`src/hdl/cdad_pkg.sv`:
```
// Shared types, constants and helper functions for the date-add block.
// Holds the field widths, status codes, microcode word layout and program ROM.
// No dependencies.
package cdad_pkg;

  localparam int YearW   = 14;
  localparam int MonthW  = 4;
  localparam int DayW    = 5;
  localparam int OffW    = 17;
  localparam int StatusW = 2;
  localparam int AccW    = 18;
  localparam int StepW   = 4;

  localparam logic [YearW-1:0]  YearMax  = 14'd16383;
  localparam logic [YearW-1:0]  Cycle400 = 14'd400;
  localparam logic [YearW-1:0]  Last400  = 14'd399;
  localparam logic [MonthW-1:0] MonJan   = 4'd1;
  localparam logic [MonthW-1:0] MonFeb   = 4'd2;
  localparam logic [MonthW-1:0] MonApr   = 4'd4;
  localparam logic [MonthW-1:0] MonJun   = 4'd6;
  localparam logic [MonthW-1:0] MonSep   = 4'd9;
  localparam logic [MonthW-1:0] MonNov   = 4'd11;
  localparam logic [MonthW-1:0] MonDec   = 4'd12;

  typedef logic [StepW-1:0] step_t;

  typedef enum logic [StatusW-1:0] {
    ST_OK       = 2'd0,
    ST_BAD_DATE = 2'd1,
    ST_RANGE    = 2'd2
  } status_t;

  // Datapath operation of one step
  typedef enum logic [3:0] {
    OP_NOP,
    OP_LOAD,
    OP_SUB400,
    OP_ADDOFF,
    OP_FWD,
    OP_BWD,
    OP_EMIT_OK,
    OP_EMIT_BAD,
    OP_EMIT_RANGE
  } op_t;

  // Flag tested by a step; when it is set the step jumps and skips its operation
  typedef enum logic [3:0] {
    C_NEVER,
    C_ALWAYS,
    C_NO_IN,
    C_LT400,
    C_BAD_DATE,
    C_OFF_NEG,
    C_FWD_EXIT,
    C_FWD_FIT,
    C_BWD_EXIT,
    C_D_NONPOS,
    C_OUT_BUSY
  } cond_t;

  // Where to go after the operation has run
  typedef enum logic [1:0] {
    NX_STEP,
    NX_HOLD,
    NX_IDLE
  } nxt_t;

  typedef struct packed {
    op_t   op;
    cond_t cond;
    nxt_t  nxt;
    step_t tgt;
  } uword_t;

  // Program addresses
  localparam step_t S_IDLE  = 4'd0;
  localparam step_t S_MOD   = 4'd1;
  localparam step_t S_CHECK = 4'd2;
  localparam step_t S_ADD   = 4'd3;
  localparam step_t S_SIGN  = 4'd4;
  localparam step_t S_FWD   = 4'd5;
  localparam step_t S_FWDX  = 4'd6;
  localparam step_t S_RANGE = 4'd7;
  localparam step_t S_BWD   = 4'd8;
  localparam step_t S_BWDX  = 4'd9;
  localparam step_t S_OK    = 4'd10;
  localparam step_t S_BAD   = 4'd11;

  // Program ROM
  function automatic uword_t ucode(step_t pc);
    uword_t w;
    unique case (pc)
      S_IDLE:  w = '{OP_LOAD,       C_NO_IN,    NX_STEP, S_IDLE};
      S_MOD:   w = '{OP_SUB400,     C_LT400,    NX_HOLD, S_CHECK};
      S_CHECK: w = '{OP_NOP,        C_BAD_DATE, NX_STEP, S_BAD};
      S_ADD:   w = '{OP_ADDOFF,     C_NEVER,    NX_STEP, S_IDLE};
      S_SIGN:  w = '{OP_NOP,        C_OFF_NEG,  NX_STEP, S_BWD};
      S_FWD:   w = '{OP_FWD,        C_FWD_EXIT, NX_HOLD, S_FWDX};
      S_FWDX:  w = '{OP_NOP,        C_FWD_FIT,  NX_STEP, S_OK};
      S_RANGE: w = '{OP_EMIT_RANGE, C_OUT_BUSY, NX_IDLE, S_RANGE};
      S_BWD:   w = '{OP_BWD,        C_BWD_EXIT, NX_HOLD, S_BWDX};
      S_BWDX:  w = '{OP_NOP,        C_D_NONPOS, NX_STEP, S_RANGE};
      S_OK:    w = '{OP_EMIT_OK,    C_OUT_BUSY, NX_IDLE, S_OK};
      S_BAD:   w = '{OP_EMIT_BAD,   C_OUT_BUSY, NX_IDLE, S_BAD};
      default: w = '{OP_NOP,        C_ALWAYS,   NX_STEP, S_IDLE};
    endcase
    return w;
  endfunction

  // Leap rule from the two low year bits and the year modulo 400
  function automatic logic is_leap(logic [1:0] y_lo, logic [YearW-1:0] r400);
    return (y_lo == 2'd0) && (r400 != 14'd100) && (r400 != 14'd200) &&
           (r400 != 14'd300);
  endfunction

  // Month length in days
  function automatic logic [DayW-1:0] month_len(logic [MonthW-1:0] m, logic leap);
    logic [DayW-1:0] len;
    if (m == MonApr || m == MonJun || m == MonSep || m == MonNov) begin
      len = 5'd30;
    end else if (m == MonFeb) begin
      len = leap ? 5'd29 : 5'd28;
    end else begin
      len = 5'd31;
    end
    return len;
  endfunction

endpackage

```
`src/hdl/cdad_if.sv`:
```
// Valid/ready channel interfaces for the date-add block.
// Depends on cdad_pkg for field widths.
interface cdad_in_if;
  logic                           valid;
  logic                           ready;
  logic [cdad_pkg::YearW-1:0]     start_year;
  logic [cdad_pkg::MonthW-1:0]    start_month;
  logic [cdad_pkg::DayW-1:0]      start_day;
  logic signed [cdad_pkg::OffW-1:0] day_offset;

  modport source (output valid, start_year, start_month, start_day, day_offset,
                  input ready);
  modport sink (input valid, start_year, start_month, start_day, day_offset,
                output ready);
endinterface

interface cdad_out_if;
  logic                          valid;
  logic                          ready;
  logic [cdad_pkg::YearW-1:0]    result_year;
  logic [cdad_pkg::MonthW-1:0]   result_month;
  logic [cdad_pkg::DayW-1:0]     result_day;
  logic [cdad_pkg::StatusW-1:0]  status;

  modport source (output valid, result_year, result_month, result_day, status,
                  input ready);
  modport sink (input valid, result_year, result_month, result_day, status,
                output ready);
endinterface

```
`src/hdl/calendar_date_add_days.sv`:
```
// Steps: load, reduce the year modulo 400 by repeated subtraction, check the start date
// (a bad date goes straight to its emit step), add the offset, test its sign, walk month
// by month with exit steps, and emit into the output register, waiting while it is full.
// Throughput: one beat at a time; the next beat is taken the cycle after the result
// is written, while that result may still wait in the output register.
// Reset (rst, synchronous) returns the step counter to idle and empties the output.
module calendar_date_add_days (
  input logic          clk,
  input logic          rst,
  cdad_in_if.sink      start,
  cdad_out_if.source   result
);

  cdad_pkg::step_t  pc;
  cdad_pkg::step_t  pc_next;
  cdad_pkg::uword_t uw;

  logic [cdad_pkg::YearW-1:0]        y;
  logic [cdad_pkg::MonthW-1:0]       m;
  logic signed [cdad_pkg::AccW-1:0]  d;
  logic signed [cdad_pkg::OffW-1:0]  off;
  logic [cdad_pkg::YearW-1:0]        r400;

  logic                              leap;
  logic [cdad_pkg::DayW-1:0]         mlen;
  logic [cdad_pkg::DayW-1:0]         mlen_prev;
  logic signed [cdad_pkg::AccW-1:0]  mlen_s;
  logic signed [cdad_pkg::AccW-1:0]  mlen_prev_s;
  logic                              d_fits;
  logic                              out_busy;
  logic                              flag;
  logic                              exec;

  logic                              out_valid;
  logic [cdad_pkg::YearW-1:0]        out_year;
  logic [cdad_pkg::MonthW-1:0]       out_month;
  logic [cdad_pkg::DayW-1:0]         out_day;
  cdad_pkg::status_t                 out_status;

  // Fetch the control word of the current step
  assign uw = cdad_pkg::ucode(pc);

  // Month lengths for the current year
  assign leap        = cdad_pkg::is_leap(y[1:0], r400);
  assign mlen        = cdad_pkg::month_len(m, leap);
  assign mlen_prev   = cdad_pkg::month_len(m - 4'd1, leap);
  assign mlen_s      = $signed({{(cdad_pkg::AccW-cdad_pkg::DayW){1'b0}}, mlen});
  assign mlen_prev_s = $signed({{(cdad_pkg::AccW-cdad_pkg::DayW){1'b0}}, mlen_prev});
  assign d_fits      = (d <= mlen_s);
  assign out_busy    = out_valid && !result.ready;

  // Select the tested flag
  always_comb begin
    unique case (uw.cond)
      cdad_pkg::C_NEVER:    flag = 1'b0;
      cdad_pkg::C_ALWAYS:   flag = 1'b1;
      cdad_pkg::C_NO_IN:    flag = !start.valid;
      cdad_pkg::C_LT400:    flag = (r400 < cdad_pkg::Cycle400);
      cdad_pkg::C_BAD_DATE: flag = (m == 4'd0) || (m > cdad_pkg::MonDec) ||
                                   (d == '0) || !d_fits;
      cdad_pkg::C_OFF_NEG:  flag = off[cdad_pkg::OffW-1];
      cdad_pkg::C_FWD_EXIT: flag = d_fits ||
                                   ((m == cdad_pkg::MonDec) && (y == cdad_pkg::YearMax));
      cdad_pkg::C_FWD_FIT:  flag = d_fits;
      cdad_pkg::C_BWD_EXIT: flag = (d > 0) || ((m == cdad_pkg::MonJan) && (y == '0));
      cdad_pkg::C_D_NONPOS: flag = (d <= 0);
      cdad_pkg::C_OUT_BUSY: flag = out_busy;
      default:              flag = 1'b1;
    endcase
  end

  assign exec = !flag;

  // Sequence: jump on flag, else run the operation and step, hold or return to idle
  always_comb begin
    if (flag) begin
      pc_next = uw.tgt;
    end else begin
      unique case (uw.nxt)
        cdad_pkg::NX_STEP: pc_next = pc + 4'd1;
        cdad_pkg::NX_HOLD: pc_next = pc;
        cdad_pkg::NX_IDLE: pc_next = cdad_pkg::S_IDLE;
        default:           pc_next = cdad_pkg::S_IDLE;
      endcase
    end
  end

  always_ff @(posedge clk) begin
    if (rst) begin
      pc <= cdad_pkg::S_IDLE;
    end else begin
      pc <= pc_next;
    end
  end

  assign start.ready = (pc == cdad_pkg::S_IDLE);

  // Datapath registers
  always_ff @(posedge clk) begin
    if (exec) begin
      unique case (uw.op)
        cdad_pkg::OP_LOAD: begin
          y    <= start.start_year;
          m    <= start.start_month;
          d    <= $signed({{(cdad_pkg::AccW-cdad_pkg::DayW){1'b0}}, start.start_day});
          off  <= start.day_offset;
          r400 <= start.start_year;
        end
        cdad_pkg::OP_SUB400: begin
          r400 <= r400 - cdad_pkg::Cycle400;
        end
        cdad_pkg::OP_ADDOFF: begin
          d <= d + cdad_pkg::AccW'(off);
        end
        cdad_pkg::OP_FWD: begin
          // Leave the current month, wrapping into the next year after December
          d <= d - mlen_s;
          if (m == cdad_pkg::MonDec) begin
            m    <= cdad_pkg::MonJan;
            y    <= y + 14'd1;
            r400 <= (r400 == cdad_pkg::Last400) ? '0 : r400 + 14'd1;
          end else begin
            m <= m + 4'd1;
          end
        end
        cdad_pkg::OP_BWD: begin
          // Step back one month, wrapping into December of the previous year
          if (m == cdad_pkg::MonJan) begin
            m    <= cdad_pkg::MonDec;
            y    <= y - 14'd1;
            d    <= d + 18'sd31;
            r400 <= (r400 == '0) ? cdad_pkg::Last400 : r400 - 14'd1;
          end else begin
            m <= m - 4'd1;
            d <= d + mlen_prev_s;
          end
        end
        default: begin
        end
      endcase
    end
  end

  // Output register: fill on an emit step, drain on ready
  always_ff @(posedge clk) begin
    if (rst) begin
      out_valid <= 1'b0;
    end else if (exec && (uw.op == cdad_pkg::OP_EMIT_OK || uw.op == cdad_pkg::OP_EMIT_BAD ||
                          uw.op == cdad_pkg::OP_EMIT_RANGE)) begin
      out_valid <= 1'b1;
    end else if (result.ready) begin
      out_valid <= 1'b0;
    end
  end

  always_ff @(posedge clk) begin
    if (exec) begin
      unique case (uw.op)
        cdad_pkg::OP_EMIT_OK,
        cdad_pkg::OP_EMIT_BAD: begin
          out_year   <= y;
          out_month  <= m;
          out_day    <= d[cdad_pkg::DayW-1:0];
          out_status <= (uw.op == cdad_pkg::OP_EMIT_OK) ? cdad_pkg::ST_OK
                                                         : cdad_pkg::ST_BAD_DATE;
        end
        cdad_pkg::OP_EMIT_RANGE: begin
          out_year   <= '0;
          out_month  <= '0;
          out_day    <= '0;
          out_status <= cdad_pkg::ST_RANGE;
        end
        default: begin
        end
      endcase
    end
  end

  assign result.valid        = out_valid;
  assign result.result_year  = out_year;
  assign result.result_month = out_month;
  assign result.result_day   = out_day;
  assign result.status       = out_status;

`ifndef SYNTHESIS
  // A new result only appears after one of the emit steps
  assert property (@(posedge clk) disable iff (rst)
    $rose(out_valid) |-> ($past(pc) == cdad_pkg::S_OK || $past(pc) == cdad_pkg::S_BAD ||
                          $past(pc) == cdad_pkg::S_RANGE))
    else $error("result raised outside an emit step");

  // The year residue is reduced before the date is checked or walked
  assert property (@(posedge clk) disable iff (rst)
    (pc != cdad_pkg::S_IDLE && pc != cdad_pkg::S_MOD) |-> (r400 < cdad_pkg::Cycle400))
    else $error("year residue not reduced below 400");

  // A good result carries a real month and day
  assert property (@(posedge clk) disable iff (rst)
    (out_valid && out_status == cdad_pkg::ST_OK) |->
      (out_month >= cdad_pkg::MonJan && out_month <= cdad_pkg::MonDec && out_day != '0))
    else $error("ok result with impossible month or day");

  // An out-of-range result has all date fields cleared
  assert property (@(posedge clk) disable iff (rst)
    (out_valid && out_status == cdad_pkg::ST_RANGE) |->
      (out_year == '0 && out_month == '0 && out_day == '0))
    else $error("range result with nonzero date");
`endif

endmodule
```
`src/flat_wrapper.sv`:
```
// flat-port wrapper written by rule: the top's interface ports become plain ports
module calendar_date_add_days_flat 
  (clk, rst, start_valid, start_start_year, start_start_month, start_start_day, start_day_offset, start_ready, result_valid, result_result_year, result_result_month, result_result_day, result_status, result_ready);
  cdad_in_if start_i ();
  cdad_out_if result_i ();
  input logic clk;
  input logic rst;
  input wire logic [$bits(start_i.valid)-1:0] start_valid;
  input wire logic [$bits(start_i.start_year)-1:0] start_start_year;
  input wire logic [$bits(start_i.start_month)-1:0] start_start_month;
  input wire logic [$bits(start_i.start_day)-1:0] start_start_day;
  input wire logic [$bits(start_i.day_offset)-1:0] start_day_offset;
  output wire logic [$bits(start_i.ready)-1:0] start_ready;
  output wire logic [$bits(result_i.valid)-1:0] result_valid;
  output wire logic [$bits(result_i.result_year)-1:0] result_result_year;
  output wire logic [$bits(result_i.result_month)-1:0] result_result_month;
  output wire logic [$bits(result_i.result_day)-1:0] result_result_day;
  output wire logic [$bits(result_i.status)-1:0] result_status;
  input wire logic [$bits(result_i.ready)-1:0] result_ready;
  assign start_i.valid = start_valid;
  assign start_i.start_year = start_start_year;
  assign start_i.start_month = start_start_month;
  assign start_i.start_day = start_start_day;
  assign start_i.day_offset = start_day_offset;
  assign start_ready = start_i.ready;
  assign result_valid = result_i.valid;
  assign result_result_year = result_i.result_year;
  assign result_result_month = result_i.result_month;
  assign result_result_day = result_i.result_day;
  assign result_status = result_i.status;
  assign result_i.ready = result_ready;
  calendar_date_add_days u_core (.clk(clk), .rst(rst), .start(start_i), .result(result_i));
endmodule
```
`config.mk`:
```
export PLATFORM = sky130hd
export DESIGN_NAME = calendar_date_add_days_flat
export DESIGN_NICKNAME = d
export VERILOG_FILES = /design/src/hdl/cdad_pkg.sv /design/src/hdl/cdad_if.sv /design/src/hdl/calendar_date_add_days.sv /design/src/flat_wrapper.sv
export SDC_FILE = /design/constraint.sdc
export NUM_CORES = 1
export LEC_CHECK = 0
export BUFFER_PORTS_ARGS = -buffer_cell sky130_fd_sc_hd__buf_2
export CAP_MARGIN = 20
export CELL_PAD_IN_SITES_DETAIL_PLACEMENT = 1
export CELL_PAD_IN_SITES_GLOBAL_PLACEMENT = 1
export CORE_ASPECT_RATIO = 1.4
export CORE_MARGIN = 8
export CORE_UTILIZATION = 51
export DETAILED_ROUTE_END_ITERATION = 12
export PLACE_DENSITY_LB_ADDON = 0.1
export SYNTH_ARGS = -nofsm -noshare
export SYNTH_HDL_FRONTEND = slang
export SYNTH_SLANG_ARGS = --single-unit
```
`constraint.sdc`:
```
create_clock -name clk -period 16.5 [get_ports clk]
set_clock_uncertainty 0.15 [all_clocks]
set_input_delay 0 -clock clk [delete_from_list [all_inputs] [get_ports clk]]
set_output_delay 0 -clock clk [all_outputs]
set_load 0.02 [all_outputs]
```
Word level (Yosys, flattened, before mapping)
Memories as Yosys holds them, arrays and structs flattened. A register that Yosys moved wholly into a read port is not among the register bits. Cells that the tools add are included.

Add/subtract/negate cells: 12. Order comparisons: 5. Eq/ne operators: 38. Mux-type cells: 30. Bitwise logic cells: 1. Reductions and logical operators: 44.

Operators with widths (number): 2-to-1 mux 14 bit (6); one-hot mux 18 bit (4 select lines) (1); one-hot mux 14 bit (4 select lines) (1); equality test 4 x 3 -> 1 bit (second input constant) (12); one-hot mux 14 bit (3 select lines) (1); equality test 4 bit (second input constant) (9); adder 14 x 1 -> 14 bit (second input constant) (2); zero test 14 bit (2); one-hot mux 14 bit (2 select lines) (1); subtractor 14 x 1 -> 14 bit (second input constant) (2); equality test 4 x 2 -> 1 bit (second input constant) (6); 2-to-1 mux 4 bit (5); 2-to-1 mux 5 bit (4); adder 18 x 17 -> 18 bit (1); adder 18 x 6 -> 18 bit (1); adder 18 x 6 -> 18 bit (second input constant) (1); > comparator 18 x 1 -> 1 bit (second input constant) (1); <= comparator 18 x 1 -> 1 bit (second input constant) (1); <= comparator 18 x 6 -> 1 bit (1); zero test 18 bit (1); 2-to-1 mux 18 bit (1); subtractor 18 x 6 -> 18 bit (1); one-hot mux 4 bit (2 select lines) (2); equality test 14 bit (second input constant) (1); 29 further kinds (66).

Bits in registers: 97. Bits in read-only memories: 224. Input bits: 44. Output and inout port bits: 27. Logic and storage cells: 142. Memories: 1.

Memories: (name not given) (depth 16, width 14, read ports 1, clocked after memory_dff 1, wr ports 0, RTL line cdad_pkg.sv:92) `unique case (pc)`.

Depth between registers and ports, before layout
Gate-level depths: netlist of the first run.

Word-level depth: 14. Mapped depth: 23. Mapped depth without buffers: 23.

Worst setup path before layout of the first run
No wires, ideal clock.

Path kind: reg2reg. Start: register u_core.r400[5] (netlist name). End: register u_core.off[0] (netlist name) (enable). Arrival time: 4.805 ns. Required time: 15.915 ns. Setup slack: 11.110 ns. Cell stages (with the launch flop): 20. Cells stage by stage: edfxtp_1 -> inv_1 -> ha_1 -> nand3b_1 -> o32ai_1 -> a21oi_1 -> o21ai_0 -> nand2_1 -> a21oi_1 -> a21oi_1 -> ha_1 -> inv_1 -> fa_1 -> nand4_1 -> a211oi_1 -> o21bai_1 -> mux2i_1 -> o211ai_4 -> clkbuf_1 -> nor4_1.

Longest elaborated chain between the ends: 13.

Ends and longest elaborated chain: start: declaration (RTL line calendar_date_add_days.sv:22) `logic [cdad_pkg::YearW-1:0] r400;`; start signal: assignment (RTL line calendar_date_add_days.sv:107) `r400 <= start.start_year;`; start signal: assignment (RTL line calendar_date_add_days.sv:110) `r400 <= r400 - cdad_pkg::Cycle400;`; start signal: assignment (RTL line calendar_date_add_days.sv:121) `r400 <= (r400 == cdad_pkg::Last400) ? '0 : r400 + 14'd1;`; inequality test 14 x 7 -> 1 bit (RTL line cdad_pkg.sv:112) `return (y_lo == 2'd0) && (r400 != 14'd100) && (r400 != 14'd200) &&`; logical AND 1 bit (3 in series) (RTL line cdad_pkg.sv:112); 2-to-1 mux 1 bit (RTL line cdad_pkg.sv:122) `len = leap ? 5'd29 : 5'd28;`; 2-to-1 mux 5 bit (RTL line cdad_pkg.sv:121) `end else if (m == MonFeb) begin`; 2-to-1 mux 5 bit (RTL line cdad_pkg.sv:119) `if (m == MonApr || m == MonJun || m == MonSep || m == MonNov) begin`; <= comparator 18 x 6 -> 1 bit (RTL line calendar_date_add_days.sv:49) `assign d_fits = (d <= mlen_s);`; zero test 1 bit (RTL line calendar_date_add_days.sv:60) `(d == '0) || !d_fits;`; logical OR 1 bit (RTL line calendar_date_add_days.sv:60); one-hot mux 1 bit (10 select lines) * (RTL line calendar_date_add_days.sv:54) `unique case (uw.cond)`; NOT 1 bit (no source line) *; AND reduction 2 bit (no source line) *; end signal: assignment (RTL line calendar_date_add_days.sv:106) `off <= start.day_offset;`; end: declaration (RTL line calendar_date_add_days.sv:21) `logic signed [cdad_pkg::OffW-1:0] off;`.

Mark *: on every way between the ends. The rest lies on a longest branch, timed or not. A chain may end at the register's enable or synchronous reset.

Worst setup path after layout of the first run
Start: register, netlist name u_core.uw[10]. End: register u_core.d[16] (netlist name), data pin.

Longest elaborated chain between the ends: 2.

Ends and longest elaborated chain: equality test 4 x 3 -> 1 bit, or another cell as far along (RTL line calendar_date_add_days.sv:101) `unique case (uw.op)`; one-hot mux 18 bit (4 select lines) * (RTL line calendar_date_add_days.sv:101); end signal: assignment (RTL line calendar_date_add_days.sv:105) `d <= $signed({{(cdad_pkg::AccW-cdad_pkg::DayW){1'b0}}, start.start_day});`; end signal: assignment (RTL line calendar_date_add_days.sv:113) `d <= d + cdad_pkg::AccW'(off);`; end signal: assignment (RTL line calendar_date_add_days.sv:117) `d <= d - mlen_s;`; end: declaration (RTL line calendar_date_add_days.sv:20) `logic signed [cdad_pkg::AccW-1:0] d;`.

Marks and branches as above.

==> flow_summary.toml, run 1 <==
[outcome]
status = "finished clean"

[synthesis]
seq_area_frac_synth_pct = 40.8
synth-main-ff-cell = "edfxtp_1"
synth_top_area_cell = "edfxtp_1"
avgSynthCellArea_um2 = 9.45
synth_top_area_share_pct = 35.9
synth_enable_flop_cells = 92
syn_nets = 911
synth_seq_cells = 111
async_flop_share_pct = 0
yosysUniqueCellTypes = 76
syn-instance-count = 814
ys_warn_count = 0
syn_area_um2 = 7700
synthTopCellsByArea = "edfxtp_1 (36%), ha_1 (8.1%), dfxtp_1 (4.9%), nor2_1 (3.8%), xnor2_1 (3.8%)"

[routing]
avgViaCountPerCell = 6.14
wire_per_inst_um = 21.7
drcViolationCount = 0
first_pass_iters = 5
dr_total_vias = 6831
drtIter0Drc = 429
totalWireLength_um = 24100
antenna_left = 0

[grt]
grt_use_total_pct = 24.9
grt_antenna_before_repair = 1
grt_pass1_vias = 7245
gr-total-overflow = 0
grt_pass1_wl_um = 38600
grt_start_max_net_pins = 39

[floorplan]
ios = 71
dieArea_um2 = 19300
fp.coreArea_um2 = 14900
fp.dieW_um = 120
num_rows = 53
die_h_um = 161
initial_core_util_pct = 51.6

[final_layout]
fillerInstances = 1714
fin_nets = 1011
final_common_cell = "edfxtp_1"
layout_common_cells = "edfxtp_1 (92), nand2_1 (76), nor2_1 (76)"
utilization_pct = 60.2
syn_to_final_growth_pct = 16.7
drive_above_1_share_pct = 12.7

[critical_path]
r2r-end = "u_core.d[16]"
cp_slowest_stage_delay_ns = 0.94
cp_top_family = "compound AO/OA/AOI/OAI gates"
end_kind = "flip-flop"
crit_arrival_ns = 6.17
r2r_cells = 14
crit_slowest_cell = "inv_1"
path_cells = "nand2_1 > inv_1 > a31oi_1 > ha_1 > inv_1 > fa_1 > nor2b_1 > o31a_1 > o41ai_1 > a21oi_1 > o41ai_1 > o21ai_1 > or4_1 > nand3_1"
cp-startpoint = "u_core.uw[10]"
cp_max_fo = 24
worstSetupPathType = "flip-flop to flip-flop"
cp.required_ns = 16.58
cp.depth = 14
r2r_slack_ns = 10.41
worst-path-buf-inv = 2
rr_startpoint = "u_core.uw[10]"
cp-endpoint = "u_core.d[16]"
start_kind = "flip-flop"

[sta]
slew_headroom_pct = 31.7
fin_crit_sh_pct = 36.9
rsz0062_at_grt = "no"
fin_ws_ns = 10.41
min_period_ns = 6.09
drv_slew = 0
setup_viol = 0
hold_viol = 0
tightestPinTransition_ns = 1.02
fmax_ghz = 0.164
finalSetupTns_ns = 0
hold_slack_ns = 0.185

[power]
peakVddDrop_v = 0.0000945
power.density_nw_per_um2 = 196
p_leak_nw = 3.56
power_mw = 1.76

[place]
portBuffers = 70
dp_hpwl_um = 17200
globalplace.congestion = 0.870
place_ws_ns = 10.52

[clock_tree]
cts_tree = "yes"
cts_root_buf = "clkbuf_16"
clock_path_buffers = 2
htree_levels = 3
cts_buffers = 9
cts_resized = 0
clk-insertion-delay-late_ns = 0.37
cts.sinks = 111
clkSlewWorstSetupHoldPaths_ns = 0.08

[min_path]
hold_class = "input port to flip-flop"

[run]
drv_cap = 0
cell usage after synthesis, drive strengths merged (7+ instances only):
master  instances
a211oi          9
a21o           10
a21oi          30
a31oi          10
and2           16
and3           10
clkbuf         32
dfxtp          19
edfxtp         92
ha             50
inv            31
mux2i           9
nand2          76
nand2b         18
nand3          16
nand4           7
nor2           78
nor2b          29
nor3           12
nor4           18
o21ai          56
o221ai          7
o22ai          12
xnor2          33
xor2           27
worst min path at each step:
stage                        startpoint            end  slack (ns)  cells past startpoint
detailed placement  start_day_offset[3]  u_core.off[3]        0.03                      1
floorplan           start_day_offset[0]  u_core.off[0]       -0.05                      0
global placement    start_day_offset[7]  u_core.off[7]        0.03                      1
CTS                 start_day_offset[5]  u_core.off[5]        0.18                      2
global route        start_day_offset[8]  u_core.off[8]        0.18                      2
finish              start_day_offset[6]  u_core.off[6]        0.19                      2
state kept, by name, indices dropped and copies added (netlist names):
signal                      flops
u_core.uw                      14
u_core.d                       18
u_core.result.result_year      14
u_core.result.status            2
u_core.y                       14
u_core.off                     17
u_core.r400                    14
u_core.result.valid             1
u_core.result.result_day        5
u_core.pc                       4
u_core.m                        4
u_core.result.result_month      4
through the flow:
stage,instance area [um2],instances
after global placement,8240,1049
after floorplan,7700,814
final,8980,1113
after detailed placement,8240,1049
after global routing,8980,1112
after CTS,8950,1107
timing repair:
item	CTS	global route
endpoints found under the hold margin	64	0
hold buffers	42	0
buffers inserted	0	0
metal layers:
metal,share of wire [%],GRT usage [%],vias up
met4,2.9,10.8,0
met3,4.7,4.09,51
li1,-,-,3208
met1,41,29.1,3379
met5,0,0,-
met2,51,43.8,193
report_power, final:
part / total, mW / switching, mW / internal (mW)
Clock: 0.221 / 0.114 / 0.106
Combinational: 0.936 / 0.552 / 0.384
Sequential: 0.603 / 0.145 / 0.458
Total: 1.76 / 0.812 / 0.948
worst reg2reg max path, delay by kind of cell, from the launching register on:
family	cells	cell delay (ns)
simple gates	4	1.51
fa+ha+maj	2	0.48
flops	1	0.78
compound gates	6	2.00
buf+inv	2	1.03
logic make-up (layout without fill, tap and decap cells):
kind of cell	Yosys count	after routing	synth area share (%)
simple gates	316	316	21.4
compound gates	198	198	17.3
flops	111	111	40.8
buf+inv	66	171	3.35
xor+xnor	60	60	6.83
fa+ha+maj	53	53	8.91
mux	10	10	1.32
other cells	0	2	0
area by class of cell:
class / count / area (um2) / area share [%]
Multi-Input combinational cell: 637 / 4330 / 48.2
Sequential cell: 111 / 3140 / 35.0
Timing Repair Buffer: 124 / 862 / 9.59
Tap cell: 192 / 240 / 2.67
Clock buffer: 9 / 225 / 2.51
Inverter: 31 / 116 / 1.30
Clock inverter: 7 / 66.3 / 0.738
Antenna cell: 2 / 5.00 / 0.0557
No activity file was read; power rests on OpenSTA's default activity.
==> inputs of run 2 (changes only) <==
Settings changed: CORE_UTILIZATION 51 to 47.
Clock period 16.5 ns to 5.7 ns, I/O delays scaled along.
==> run 2 against run 1 <==
  * Routed wire length fell by 1.9%
  * Sequential share of layout area fell by 0.17 points
  * Clock power rose to 3.0 times the previous value
  * Critical path depth rose by 9
  * Count of clock-buffer cells in the layout unchanged
  * Fmax grew 17%
  * Via count fell by 0.82%
  * Combinational power rose to 2.9 times the previous value
  * Hold slack better by 0.012 ns
  * Flip-flop and latch count unchanged
  * Critical path type unchanged
  * Total power grew to 2.9 times the previous value
  * Die area is 7.5% higher
  * Highest routed layer unchanged
==> flow_summary.toml, run 2 (synthesis results as in run 1) <==
[outcome]
status = "finished clean"

[sta]
rsz0062_at_grt = "no"
tightestPinTransition_ns = 0.892
fmax_ghz = 0.192
fin_crit_sh_pct = 91.2
slew_headroom_pct = 40.3
min_period_ns = 5.20
fin_ws_ns = 0.499
hold_viol = 0
finalSetupTns_ns = 0
hold_slack_ns = 0.197
setup_viol = 0
drv_slew = 0

[final_layout]
largest_reg_flops = 18
largest-register = "u_core.d"
reg.largest.list = "u_core.d x18, u_core.off x17"
finalInstanceArea_um2 = 9030
fillerInstances = 1854
final_common_cell = "edfxtp_1"
regArea_um2 = 3140
syn_to_final_growth_pct = 17.3
drive_above_1_share_pct = 13.2
fin_nets = 1016
layout.cells.non_filler = 1123
utilization_pct = 56.1
layout_common_cells = "edfxtp_1 (92), nand2_1 (76), nor2_1 (76)"
diodes = 0
multi_input_area_um2 = 4330

[routing]
totalWireLength_um = 23700
first_pass_iters = 5
dr_total_vias = 6775
antenna_left = 0
drtIter0Drc = 440
wire_per_inst_um = 21.1
avgViaCountPerCell = 6.03
drcViolationCount = 0

[grt]
grt_pass1_wl_um = 37600
grt_antenna_before_repair = 0
use_met1_pct = 27.1
met3_usage_pct = 3.43
gr-usage-met2_pct = 40.2
grt_start_max_net_pins = 39
grt_use_total_pct = 22.9
grt_pass1_vias = 7262
grt_busiest_layer = "met2"
gr-total-overflow = 0

[clock_tree]
cts_buffers = 9
clk-insertion-delay-late_ns = 0.36
clock_path_buffers = 2
hold_buffers = 42
cts_resized = 0
clkSlewWorstSetupHoldPaths_ns = 0.08
cts_root_buf = "clkbuf_16"
cts_tree = "yes"
postCtsSetupBuffers = 0
htree_levels = 3
cts.sinks = 111

[critical_path]
worstSetupPathType = "flip-flop to flip-flop"
path_cells = "inv_1 > ha_1 > nand4b_1 > nor4b_1 > a21oi_1 > o21ai_0 > nand2_1 > a21oi_1 > a21oi_1 > ha_1 > inv_1 > fa_1 > nand4_1 > a211oi_1 > o21bai_1 > mux2i_1 > o211ai_4 > mux2i_1 > nor2_1 > inv_1 > ha_1 > or4b_1 > o221ai_1"
crit_arrival_ns = 5.32
crit_slowest_cell = "or4b_1"
cp_slowest_stage_delay_ns = 0.54
start_kind = "flip-flop"
cp.required_ns = 5.82
end_kind = "flip-flop"
cp_max_fo = 9

[place]
dp_hpwl_um = 17600
portBuffers = 70
place_ws_ns = 0.639
place_area_um2 = 8310
dpl.cell_count = 1065
globalplace.congestion = 0.859

[power]
seqPwrFrac_pct = 34.3
power.density_nw_per_um2 = 565
p_comb_share_pct = 52.9
p_clk_share_pct = 12.8
swShare_pct = 45.1
p_leak_nw = 3.58
switching_power_mw = 2.30
peakVddDrop_v = 0.000318
p_int_mw = 2.80
power_mw = 5.10

[min_path]
hold_class = "input port to flip-flop"

[floorplan]
fp.dieW_um = 124
dieArea_um2 = 20800
num_rows = 55
ios = 71
fp.coreArea_um2 = 16100
die_h_um = 167
initial_core_util_pct = 47.8

[run]
drv_cap = 0
run 2: area by class of cell:
| type | instances | share of cell area [%] |
|---|---|---|
| Tap cell | 199 | 2.76 |
| Timing Repair Buffer | 129 | 9.95 |
| Clock buffer | 9 | 2.49 |
| Sequential cell | 111 | 34.8 |
| Clock inverter | 7 | 0.776 |
| Inverter | 31 | 1.29 |
| Multi-Input combinational cell | 637 | 47.9 |
run 2: final timing paths:
kind	start	to	slack, ns	cells past startpoint
setup / recovery	u_core.r400[0]	u_core.uw[3]	0.50	23
hold / removal	start_day_offset[8]	u_core.off[8]	0.20	2
setup reg to reg	u_core.r400[0]	u_core.uw[3]	0.50	23
hold reg to reg	u_core.uw[0]	u_core.uw[8]	0.48	2
run 2: metal layers:
metal / share of wire, % / routed length [um]
met1: 42 / 9880
met2: 52 / 12300
met3: 3.8 / 897
met4: 2.7 / 632
met5: 0 / 0
run 2: power by group through the flow:
stage | Sequential (mW) | Combinational (mW) | Clock (mW)
detailed placement | 1.75 | 2.64 | 0
global route | 1.79 | 2.98 | 0.690
floorplan | 1.54 | 2.04 | 0
global placement | 1.73 | 2.51 | 0
finish | 1.75 | 2.70 | 0.653
CTS | 1.74 | 2.69 | 0.663
run 2: critical path: cells and delay by family (launching register included):
kind	cells	cell delay, ns
AOI/OAI and AO/OA	8	1.34
adders and majority gates	4	0.91
buffers and inverters	3	0.33
DFF	1	0.48
muxes	2	0.34
and+or+nand+nor	6	1.54
